[config.mk]
export PLATFORM = sky130hd
export DESIGN_NAME = utf8_canonical_normalizer
export DESIGN_NICKNAME = d
export VERILOG_FILES = /design/src/sv/utf8cn_pkg.sv /design/src/sv/utf8cn_front.sv /design/src/sv/utf8cn_queue.sv /design/src/sv/utf8cn_back.sv /design/src/sv/utf8_canonical_normalizer.sv
export SDC_FILE = /design/constraint.sdc
export NUM_CORES = 1
export LEC_CHECK = 0
export ABC_AREA = 1
export BUFFER_PORTS_ARGS = -buffer_cell sky130_fd_sc_hd__buf_2
export CORE_MARGIN = 5
export CORE_UTILIZATION = 30
export DETAILED_ROUTE_END_ITERATION = 8
export HOLD_SLACK_MARGIN = 0.02
export MAX_ROUTING_LAYER = met4
export PLACE_DENSITY = 0.54
export SLEW_MARGIN = 20
export SYNTH_ARGS = -nofsm -noshare
export SYNTH_HDL_FRONTEND = slang
export SYNTH_SLANG_ARGS = --single-unit
[constraint.sdc]
create_clock -name clk -period 7.8 [get_ports clk]
set_clock_uncertainty 0.2 [all_clocks]
set_input_delay 1.56 -clock clk [delete_from_list [all_inputs] [get_ports clk]]
set_output_delay 1.56 -clock clk [all_outputs]
set_load 0.05 [all_outputs]
[src/sv/utf8cn_pkg.sv]
package utf8cn_pkg;

    // Code point limits
    localparam logic [20:0] MAX_CP      = 21'h10FFFF;
    localparam logic [20:0] SURR_LO     = 21'h00D800;
    localparam logic [20:0] SURR_HI     = 21'h00DFFF;
    localparam logic [20:0] ONE_BYTE_HI = 21'h00007F;
    localparam logic [20:0] TWO_BYTE_HI = 21'h0007FF;
    localparam logic [20:0] THR_BYTE_HI = 21'h00FFFF;

    // Fallback register reset value: '?'
    localparam logic [20:0] FALLBACK_RESET = 21'd63;

    // Most output bytes one input byte may cause
    localparam logic [6:0] MAX_RUN_BYTES = 7'd13;

    // Command queue between front and back
    localparam int QDEPTH = 4;
    localparam int QPTR_W = $clog2(QDEPTH);
    localparam int QCNT_W = $clog2(QDEPTH + 1);

    // Work for the back end, one per input byte that produces output
    typedef struct packed {
        logic [2:0]  nfb;        // fallback characters before the main one
        logic        main_valid; // a main character follows the fallbacks
        logic [20:0] main_cp;    // main character code point
        logic        eot;        // input byte closed the text
    } cmd_t;

    // Number of bytes in the UTF-8 encoding
    function automatic logic [2:0] enc_len(input logic [20:0] cp);
        logic [2:0] len;
        if (cp <= ONE_BYTE_HI)
            len = 3'd1;
        else if (cp <= TWO_BYTE_HI)
            len = 3'd2;
        else if (cp <= THR_BYTE_HI)
            len = 3'd3;
        else
            len = 3'd4;
        return len;
    endfunction

    // Byte idx of the UTF-8 encoding
    function automatic logic [7:0] enc_byte(input logic [20:0] cp, input logic [1:0] idx);
        logic [7:0] b;
        b = 8'h00;
        case (enc_len(cp))
            3'd1: b = cp[7:0];
            3'd2:
            begin
                if (idx == 2'd0)
                    b = {3'b110, cp[10:6]};
                else
                    b = {2'b10, cp[5:0]};
            end
            3'd3:
            begin
                case (idx)
                    2'd0:    b = {4'b1110, cp[15:12]};
                    2'd1:    b = {2'b10, cp[11:6]};
                    default: b = {2'b10, cp[5:0]};
                endcase
            end
            default:
            begin
                case (idx)
                    2'd0:    b = {5'b11110, cp[20:18]};
                    2'd1:    b = {2'b10, cp[17:12]};
                    2'd2:    b = {2'b10, cp[11:6]};
                    default: b = {2'b10, cp[5:0]};
                endcase
            end
        endcase
        return b;
    endfunction

endpackage

[src/sv/utf8cn_front.sv]
module utf8cn_front (
    input  logic                    clk,
    input  logic                    rst_n,
    input  logic                    in_valid,
    output logic                    in_ready,
    input  logic [7:0]              in_byte,
    input  logic                    end_of_text,
    input  logic [20:0]             fallback,
    input  logic                    q_full,
    output logic                    q_push,
    output utf8cn_pkg::cmd_t        q_cmd
);
    import utf8cn_pkg::*;

    // Sequence collection state
    logic [7:0] pend_reg [3];
    logic [1:0] pcnt_reg, pcnt_next;
    logic [2:0] exp_reg, exp_next;

    logic        accept;
    logic        is_cont;
    logic [2:0]  lead_len;
    logic [20:0] dec_cp;
    logic        dec_ok;
    logic        fresh_main;
    logic [20:0] fresh_cp;
    logic        fresh_store;
    logic        store;
    logic [1:0]  store_idx;
    logic [2:0]  nfb;
    logic        main_valid;
    logic [20:0] main_cp;
    logic [6:0]  run_len;

    assign accept   = in_valid && in_ready;
    assign in_ready = !q_full;
    assign is_cont  = (in_byte[7:6] == 2'b10);

    // Lead byte classification
    always_comb
    begin
        case (in_byte) inside
            [8'hC0:8'hDF]: lead_len = 3'd2;
            [8'hE0:8'hEF]: lead_len = 3'd3;
            [8'hF0:8'hF7]: lead_len = 3'd4;
            default:       lead_len = 3'd0;
        endcase
    end

    // Decode pending bytes plus this continuation
    always_comb
    begin
        case (pcnt_reg)
            2'd1:    dec_cp = {10'd0, pend_reg[0][4:0], in_byte[5:0]};
            2'd2:    dec_cp = {5'd0, pend_reg[0][3:0], pend_reg[1][5:0], in_byte[5:0]};
            default: dec_cp = {pend_reg[0][2:0], pend_reg[1][5:0],
                               pend_reg[2][5:0], in_byte[5:0]};
        endcase
        dec_ok = !(dec_cp > MAX_CP) && !(dec_cp >= SURR_LO && dec_cp <= SURR_HI);
    end

    // Byte taken with nothing pending
    always_comb
    begin
        fresh_main  = 1'b0;
        fresh_store = 1'b0;
        fresh_cp    = fallback;
        if (!in_byte[7])
        begin
            fresh_main = 1'b1;
            fresh_cp   = {13'd0, in_byte};
        end
        else if (lead_len != 3'd0 && !end_of_text)
            fresh_store = 1'b1;
        else
            fresh_main = 1'b1;
    end

    // Classify the byte into a command and next state
    always_comb
    begin
        nfb        = 3'd0;
        main_valid = 1'b0;
        main_cp    = fresh_cp;
        store      = 1'b0;
        store_idx  = 2'd0;
        pcnt_next  = pcnt_reg;
        exp_next   = exp_reg;

        if (pcnt_reg != 2'd0 && is_cont)
        begin
            if ({1'b0, pcnt_reg} + 3'd1 >= exp_reg)
            begin
                main_valid = 1'b1;
                main_cp    = dec_ok ? dec_cp : fallback;
                pcnt_next  = 2'd0;
            end
            else if (end_of_text)
            begin
                nfb       = {1'b0, pcnt_reg} + 3'd1;
                pcnt_next = 2'd0;
            end
            else
            begin
                store     = 1'b1;
                store_idx = pcnt_reg;
                pcnt_next = pcnt_reg + 2'd1;
            end
        end
        else
        begin
            // broken sequence: one fallback per pending byte, then fresh
            nfb        = {1'b0, pcnt_reg};
            main_valid = fresh_main;
            pcnt_next  = 2'd0;
            if (fresh_store)
            begin
                store     = 1'b1;
                pcnt_next = 2'd1;
                exp_next  = lead_len;
            end
        end

        if (end_of_text)
            pcnt_next = 2'd0;
        if (pcnt_next == 2'd0)
            exp_next = 3'd0;

        // drop a main character that would overrun the run limit
        run_len = 7'({3'd0, nfb} * {3'd0, enc_len(fallback)}) + {4'd0, enc_len(main_cp)};
        if (main_valid && run_len > MAX_RUN_BYTES)
            main_valid = 1'b0;
    end

    assign q_push             = accept && (nfb != 3'd0 || main_valid);
    assign q_cmd.nfb          = nfb;
    assign q_cmd.main_valid   = main_valid;
    assign q_cmd.main_cp      = main_cp;
    assign q_cmd.eot          = end_of_text;

    // Control state
    always_ff @(posedge clk or negedge rst_n)
    begin
        if (!rst_n)
        begin
            pcnt_reg <= 2'd0;
            exp_reg  <= 3'd0;
        end
        else if (accept)
        begin
            pcnt_reg <= pcnt_next;
            exp_reg  <= exp_next;
        end
    end

    // Pending bytes, no reset
    always_ff @(posedge clk)
    begin
        for (int i = 0; i < 3; i++)
        begin
            if (accept && store && store_idx == 2'(i))
                pend_reg[i] <= in_byte;
        end
    end

    // An open sequence always expects more than it holds
    a_exp_above_count: assert property (@(posedge clk) disable iff (!rst_n)
        (pcnt_reg != 2'd0) |-> (exp_reg > {1'b0, pcnt_reg}))
        else $error("expected length not above pending count");

    a_exp_clear_when_idle: assert property (@(posedge clk) disable iff (!rst_n)
        (pcnt_reg == 2'd0) |-> (exp_reg == 3'd0))
        else $error("expected length left set with nothing pending");

endmodule

[src/sv/utf8cn_queue.sv]
module utf8cn_queue (
    input  logic                clk,
    input  logic                rst_n,
    input  logic                push,
    input  utf8cn_pkg::cmd_t    push_cmd,
    output logic                full,
    input  logic                pop,
    output logic                head_valid,
    output utf8cn_pkg::cmd_t    head_cmd
);
    import utf8cn_pkg::*;

    cmd_t              slot_reg [QDEPTH];
    logic [QPTR_W-1:0] wr_ptr_reg, rd_ptr_reg;
    logic [QCNT_W-1:0] count_reg, count_next;

    assign full       = (count_reg == QCNT_W'(QDEPTH));
    assign head_valid = (count_reg != '0);
    assign head_cmd   = slot_reg[rd_ptr_reg];

    // Occupancy
    always_comb
    begin
        count_next = count_reg;
        if (push && !pop)
            count_next = count_reg + 1'b1;
        else if (pop && !push)
            count_next = count_reg - 1'b1;
    end

    always_ff @(posedge clk or negedge rst_n)
    begin
        if (!rst_n)
        begin
            wr_ptr_reg <= '0;
            rd_ptr_reg <= '0;
            count_reg  <= '0;
        end
        else
        begin
            if (push)
                wr_ptr_reg <= wr_ptr_reg + 1'b1;
            if (pop)
                rd_ptr_reg <= rd_ptr_reg + 1'b1;
            count_reg <= count_next;
        end
    end

    // Entries, no reset
    always_ff @(posedge clk)
    begin
        if (push)
            slot_reg[wr_ptr_reg] <= push_cmd;
    end

    a_no_overflow: assert property (@(posedge clk) disable iff (!rst_n)
        (push && full) |-> pop)
        else $error("command queue overflow");

endmodule

[src/sv/utf8cn_back.sv]
module utf8cn_back (
    input  logic                clk,
    input  logic                rst_n,
    input  logic [20:0]         fallback,
    input  logic                head_valid,
    input  utf8cn_pkg::cmd_t    head_cmd,
    output logic                pop,
    output logic                out_valid,
    input  logic                out_ready,
    output logic [7:0]          out_byte,
    output logic                last_of_run,
    output logic                text_done
);
    import utf8cn_pkg::*;

    // Position inside the current run
    logic [2:0]  char_idx_reg, char_idx_next;
    logic [1:0]  byte_idx_reg, byte_idx_next;
    logic        out_valid_reg;
    logic [7:0]  out_byte_reg;
    logic        last_reg;
    logic        done_reg;

    logic        in_fb;
    logic [20:0] cur_cp;
    logic [2:0]  cur_len;
    logic        char_end;
    logic        last_char;
    logic        run_end;
    logic        fire;

    // Current character and byte
    assign in_fb     = (char_idx_reg < head_cmd.nfb);
    assign cur_cp    = in_fb ? fallback : head_cmd.main_cp;
    assign cur_len   = enc_len(cur_cp);
    assign char_end  = ({1'b0, byte_idx_reg} + 3'd1 == cur_len);
    assign last_char = in_fb ? ((char_idx_reg + 3'd1 == head_cmd.nfb) && !head_cmd.main_valid)
                             : 1'b1;
    assign run_end   = char_end && last_char;
    assign fire      = head_valid && (!out_valid_reg || out_ready);
    assign pop       = fire && run_end;

    // Step through the run
    always_comb
    begin
        char_idx_next = char_idx_reg;
        byte_idx_next = byte_idx_reg;
        if (fire)
        begin
            if (run_end)
            begin
                char_idx_next = 3'd0;
                byte_idx_next = 2'd0;
            end
            else if (char_end)
            begin
                char_idx_next = char_idx_reg + 3'd1;
                byte_idx_next = 2'd0;
            end
            else
                byte_idx_next = byte_idx_reg + 2'd1;
        end
    end

    always_ff @(posedge clk or negedge rst_n)
    begin
        if (!rst_n)
        begin
            char_idx_reg  <= 3'd0;
            byte_idx_reg  <= 2'd0;
            out_valid_reg <= 1'b0;
        end
        else
        begin
            char_idx_reg <= char_idx_next;
            byte_idx_reg <= byte_idx_next;
            if (!out_valid_reg || out_ready)
                out_valid_reg <= head_valid;
        end
    end

    // Output register payload
    always_ff @(posedge clk)
    begin
        if (fire)
        begin
            out_byte_reg <= enc_byte(cur_cp, byte_idx_reg);
            last_reg     <= run_end;
            done_reg     <= run_end && head_cmd.eot;
        end
    end

    assign out_valid   = out_valid_reg;
    assign out_byte    = out_byte_reg;
    assign last_of_run = last_reg;
    assign text_done   = done_reg;

    a_char_in_run: assert property (@(posedge clk) disable iff (!rst_n)
        head_valid |-> (char_idx_reg <= head_cmd.nfb))
        else $error("character index past the run");

    a_byte_in_char: assert property (@(posedge clk) disable iff (!rst_n)
        head_valid |-> ({1'b0, byte_idx_reg} < cur_len))
        else $error("byte index past the character");

endmodule

[src/sv/utf8_canonical_normalizer.sv]
// Channel | Handshake            | Payload
// --------+----------------------+----------------------------------------
// in      | in_valid / in_ready  | in_byte[7:0], end_of_text
// out     | out_valid / out_ready| out_byte[7:0], last_of_run, text_done
// cfg     | cfg_valid / cfg_ready| cfg_data[20:0] (fallback code point)
//
// One input byte per cycle is taken while the 4-entry command queue has room.
// The back end emits one output byte per cycle while out_ready allows; a byte
// causing k output bytes holds it until all k are sent via the output register.
// Bytes that only extend a sequence cost no back-end cycle.
// Reset clears the open sequence, the queue and sets the fallback to '?'.
// A stalled output holds the output register; the queue absorbs the front.
module utf8_canonical_normalizer (
    input  logic        clk,
    input  logic        rst_n,
    input  logic        in_valid,
    output logic        in_ready,
    input  logic [7:0]  in_byte,
    input  logic        end_of_text,
    output logic        out_valid,
    input  logic        out_ready,
    output logic [7:0]  out_byte,
    output logic        last_of_run,
    output logic        text_done,
    input  logic        cfg_valid,
    output logic        cfg_ready,
    input  logic [20:0] cfg_data
);
    import utf8cn_pkg::*;

    logic [20:0] fallback_reg;
    logic        q_full;
    logic        q_push;
    cmd_t        q_cmd;
    logic        q_pop;
    logic        head_valid;
    cmd_t        head_cmd;

    // Fallback register
    assign cfg_ready = 1'b1;

    always_ff @(posedge clk or negedge rst_n)
    begin
        if (!rst_n)
            fallback_reg <= FALLBACK_RESET;
        else if (cfg_valid && cfg_ready)
            fallback_reg <= cfg_data;
    end

    utf8cn_front u_front (
        .clk         (clk),
        .rst_n       (rst_n),
        .in_valid    (in_valid),
        .in_ready    (in_ready),
        .in_byte     (in_byte),
        .end_of_text (end_of_text),
        .fallback    (fallback_reg),
        .q_full      (q_full),
        .q_push      (q_push),
        .q_cmd       (q_cmd)
    );

    utf8cn_queue u_queue (
        .clk        (clk),
        .rst_n      (rst_n),
        .push       (q_push),
        .push_cmd   (q_cmd),
        .full       (q_full),
        .pop        (q_pop),
        .head_valid (head_valid),
        .head_cmd   (head_cmd)
    );

    utf8cn_back u_back (
        .clk         (clk),
        .rst_n       (rst_n),
        .fallback    (fallback_reg),
        .head_valid  (head_valid),
        .head_cmd    (head_cmd),
        .pop         (q_pop),
        .out_valid   (out_valid),
        .out_ready   (out_ready),
        .out_byte    (out_byte),
        .last_of_run (last_of_run),
        .text_done   (text_done)
    );

endmodule
==> impl_results.md <==
- Num CTS Buffers: 17
- WP data required: 7.92 ns
- Post-Synth Simple-Gate Area: between 10% and 20%
- Initial antenna violation count: 0
- DP Wirelength: 16.6 mm
- Met1 Use GR: between 10% and 20%
- Number of flip-flops under the largest register name: roughly 100
- RSZ-0062 raised after global routing: false
- Seq cells post-synth: 170
- Setup WS post-layout: about 1.0 ns
- Most crowded layer after global routing: met2
- Mapped Cells: approximately 1,000
- Max_cap viols: 0
- Drt wl/cell: about 16 um
- Initial Util: approximately 30%
- Relative slew margins: between 40% and 50%
- Sequential-to-total area share from yosys stat: between 50 and 60%
- Vias/cell: approximately 4.7
- Endpoint type of the worst setup path: flip-flop
- Power Dens Cells: approximately 390 nW/um2
- Grt met2 use: approximately 23%
- Nets: between 1,000 and 1,500
- Status: completed
- Synth area leader: edfxtp_1
- Synthesized Nets: 1,098
- Yosys warnings: 0
- WS Path Type: input pin to flip-flop
- Transition time of the tightest slew-check pin: around 0.87 ns
- I/O Pins: 48
- Num Clock Sinks: 170
- FMAX: approximately 150 MHz
- Clock Path Buffers: 2
- Largest net degree at the start of global routing: 58
- First-pass GRT wire length: roughly 38 mm
- Slew Viols, Final: 0
- Layout cells sized above 1: 13.2%
- Die area: ~35,000 um2
- Dominant synthesized flop cell: edfxtp_1
- Final setup viols: 0
- # port buffers: 46
- Finished Layout Cells: between 1,000 and 1,500
- Largest family of logic cells by synthesized area: simple AND/OR/NAND/NOR gates
- Cells after DPL: around 1,400
- Area grow syn2layout: 12.3%
- Ys async rst share: between 20 and 25%
- Adder-cell share of the synthesized area: 4.91%
- Post-synth top area share: a little over two fifths
- Pre-antenna DRT Iters: 5
- Post-synth top cells: nand2_1 (232), inv_1 (145), edfxtp_1 (131)
- Mapped cell area: around 9300 um2
- Remaining DRCs: 0
- Starting DRT DRC Count: 560
- Startpoint class of the critical path: input pin
- Vias in the first global route: roughly 6,700
- Max VDD drop: ~0.17 mV
- Worst-skew pair later-pin latency: ~0.43 ns
- Period utilization: 86.5%
- H-tree levels: 4
- Number of diodes: 0
- Worst path arrival time: 6.87 ns
- Netlist cell types: 50
- DRT Wirelength: ~24 mm
- Crit Path Max Fanout: 16
- GRT Resource Usage Total: 14.5%
- Clock slew at reported path FFs: 0.07 ns
- Fin. Hold Viols: 0
- CTS hold repair buffers: 0
- Leak: around 4.4 nW
- Vias: around 7,000
- XOR/XNOR Fraction of Synth Area: less than 1%
- # rows: 64
- Post-CTS sizing: 0
- Post-synthesis compound-gate area fraction: 12.2%
- Met3 Usage GRT: between 3 and 4%
- DP Area: a little under 10,000 um2
- Min-delay worst type: flip-flop to flip-flop
- Die width: 186 um
- Most numerous cell in the Yosys netlist: nand2_1
- Filler instances: 3,190
- CTS root buf: clkbuf_16
- Fraction of synthesized area in multiplexers: 0.121%
- Post-layout min period: approximately 6.8 ns
- Setup TNS: 0 ns
- Dominant cells by area after synthesis: edfxtp_1 (42%), nand2_1 (9.4%), dfrtp_1 (8.9%), inv_1 (5.9%), o21ai_0 (5.5%)
- Post-synth EDFFs: roughly 130
- Grt ovf: 0
- CTS tree: done
- Min Hold Slack: just over 0.3 ns
- Routability cong.: approximately 0.85
- Place WS: just under 0.7 ns
- Postcts setup bufs: 0
- Core area: 30,600 um2
- Die H: approximately 190 um
- Post-route cell area: 10,400 um2
- Syn_area_per_cell: roughly 9 um2
- Antenna viol nets, final: 0
## placed cells by master, fill, tap and decap left out, types with 9 or more instances in the layout
master,Yosys,final
inv_1,145,145
clkbuf_16,0,18
a21oi_1,26,26
nand3_1,63,63
edfxtp_1,131,131
o22ai_1,14,14
nand4_1,12,12
buf_2,12,46
ha_1,30,30
o21ai_1,9,9
nor2_2,5,9
nand2_2,13,13
o211ai_1,18,18
o21ai_0,102,102
dfrtp_1,33,33
nand2_1,232,232
nor2_1,78,74
## final timing paths
| kind | cells after the start | slack [ns] | endpoint | from |
|---|---|---|---|---|
| worst max-delay path | 25 | 1.05 | u_queue.count_reg[2] | in_byte[7] |
| worst min-delay path | 1 | 0.31 | u_queue.count_reg[2] | u_queue.count_reg[2] |
| worst max register to register | 31 | 1.38 | u_queue.count_reg[2] | u_front.pcnt_reg[1] |
| worst min register to register | 1 | 0.31 | u_queue.count_reg[2] | u_queue.count_reg[2] |
| max in group asynchronous | 2 | 5.97 | fallback_reg[12] | rst_n |
| min in group asynchronous | 2 | 1.00 | u_back.char_idx_reg[0] | rst_n |
## worst max-delay path: stages
cell and delay [ns]:
buf_2 0.25, inv_1 0.28, nor3_4 0.26, inv_1 0.12
nor2_1 0.16, nand2_1 0.12, o22ai_1 0.36, inv_1 0.15
or2_2 0.31, fa_1 0.49, fa_1 0.55, inv_1 0.07
fa_1 0.43, nor2_1 0.13, o21a_1 0.13, nand4_1 0.13
nand4_1 0.13, nand2_2 0.12, inv_1 0.11, ha_1 0.14
inv_1 0.06, fa_1 0.38, a21oi_1 0.14, o21ai_0 0.11
xnor2_1 0.13
## layout make-up
class | count | area (um2) | area share (%)
Tap cell | 396 | 495 | 4.76
Clock buffer | 18 | 450 | 4.32
Multi-Input combinational cell | 663 | 3530 | 33.9
Clock inverter | 14 | 145 | 1.39
Timing Repair Buffer | 54 | 290 | 2.79
Inverter | 155 | 584 | 5.61
Sequential cell | 170 | 4920 | 47.2
## through the flow
| stage | total power [mW] | utilization, % |
|---|---|---|
| 2_1_floorplan | 2.75 | - |
| 6_report | 4.04 | 34.1 |
| 3_3_place_gp | 3.20 | 32.1 |
| 3_5_place_dp | 3.22 | 32.1 |
| 5_1_grt | 4.37 | 34.1 |
| 4_1_cts | 4.08 | 34.1 |
## report_power, final
part / switching (mW) / internal [mW] / leakage, nW / total [mW]
sequential: 0.0678 / 1.20 / 1.68 / 1.27
clock: 0.389 / 0.472 / 0.290 / 0.861
combinational: 1.39 / 0.523 / 2.45 / 1.91
total: 1.84 / 2.20 / 4.42 / 4.04
## metal layers
layer | part of all wire, % | up-vias | wire length (um)
met5 | 0 | - | 0
met4 | 0.90 | 0 | 212
met3 | 5.4 | 16 | 1280
met2 | 47 | 148 | 11000
met1 | 47 | 3239 | 11200
li1 | - | 3494 | -
## cell families after synthesis
kind of cell | count (synthesis)
other cells | 1
xor+xnor | 8
flops | 170
compound gates | 195
mux | 1
fa+ha+maj | 34
buf+inv | 196
simple gates | 424
Power figures use the tool's default switching activity.
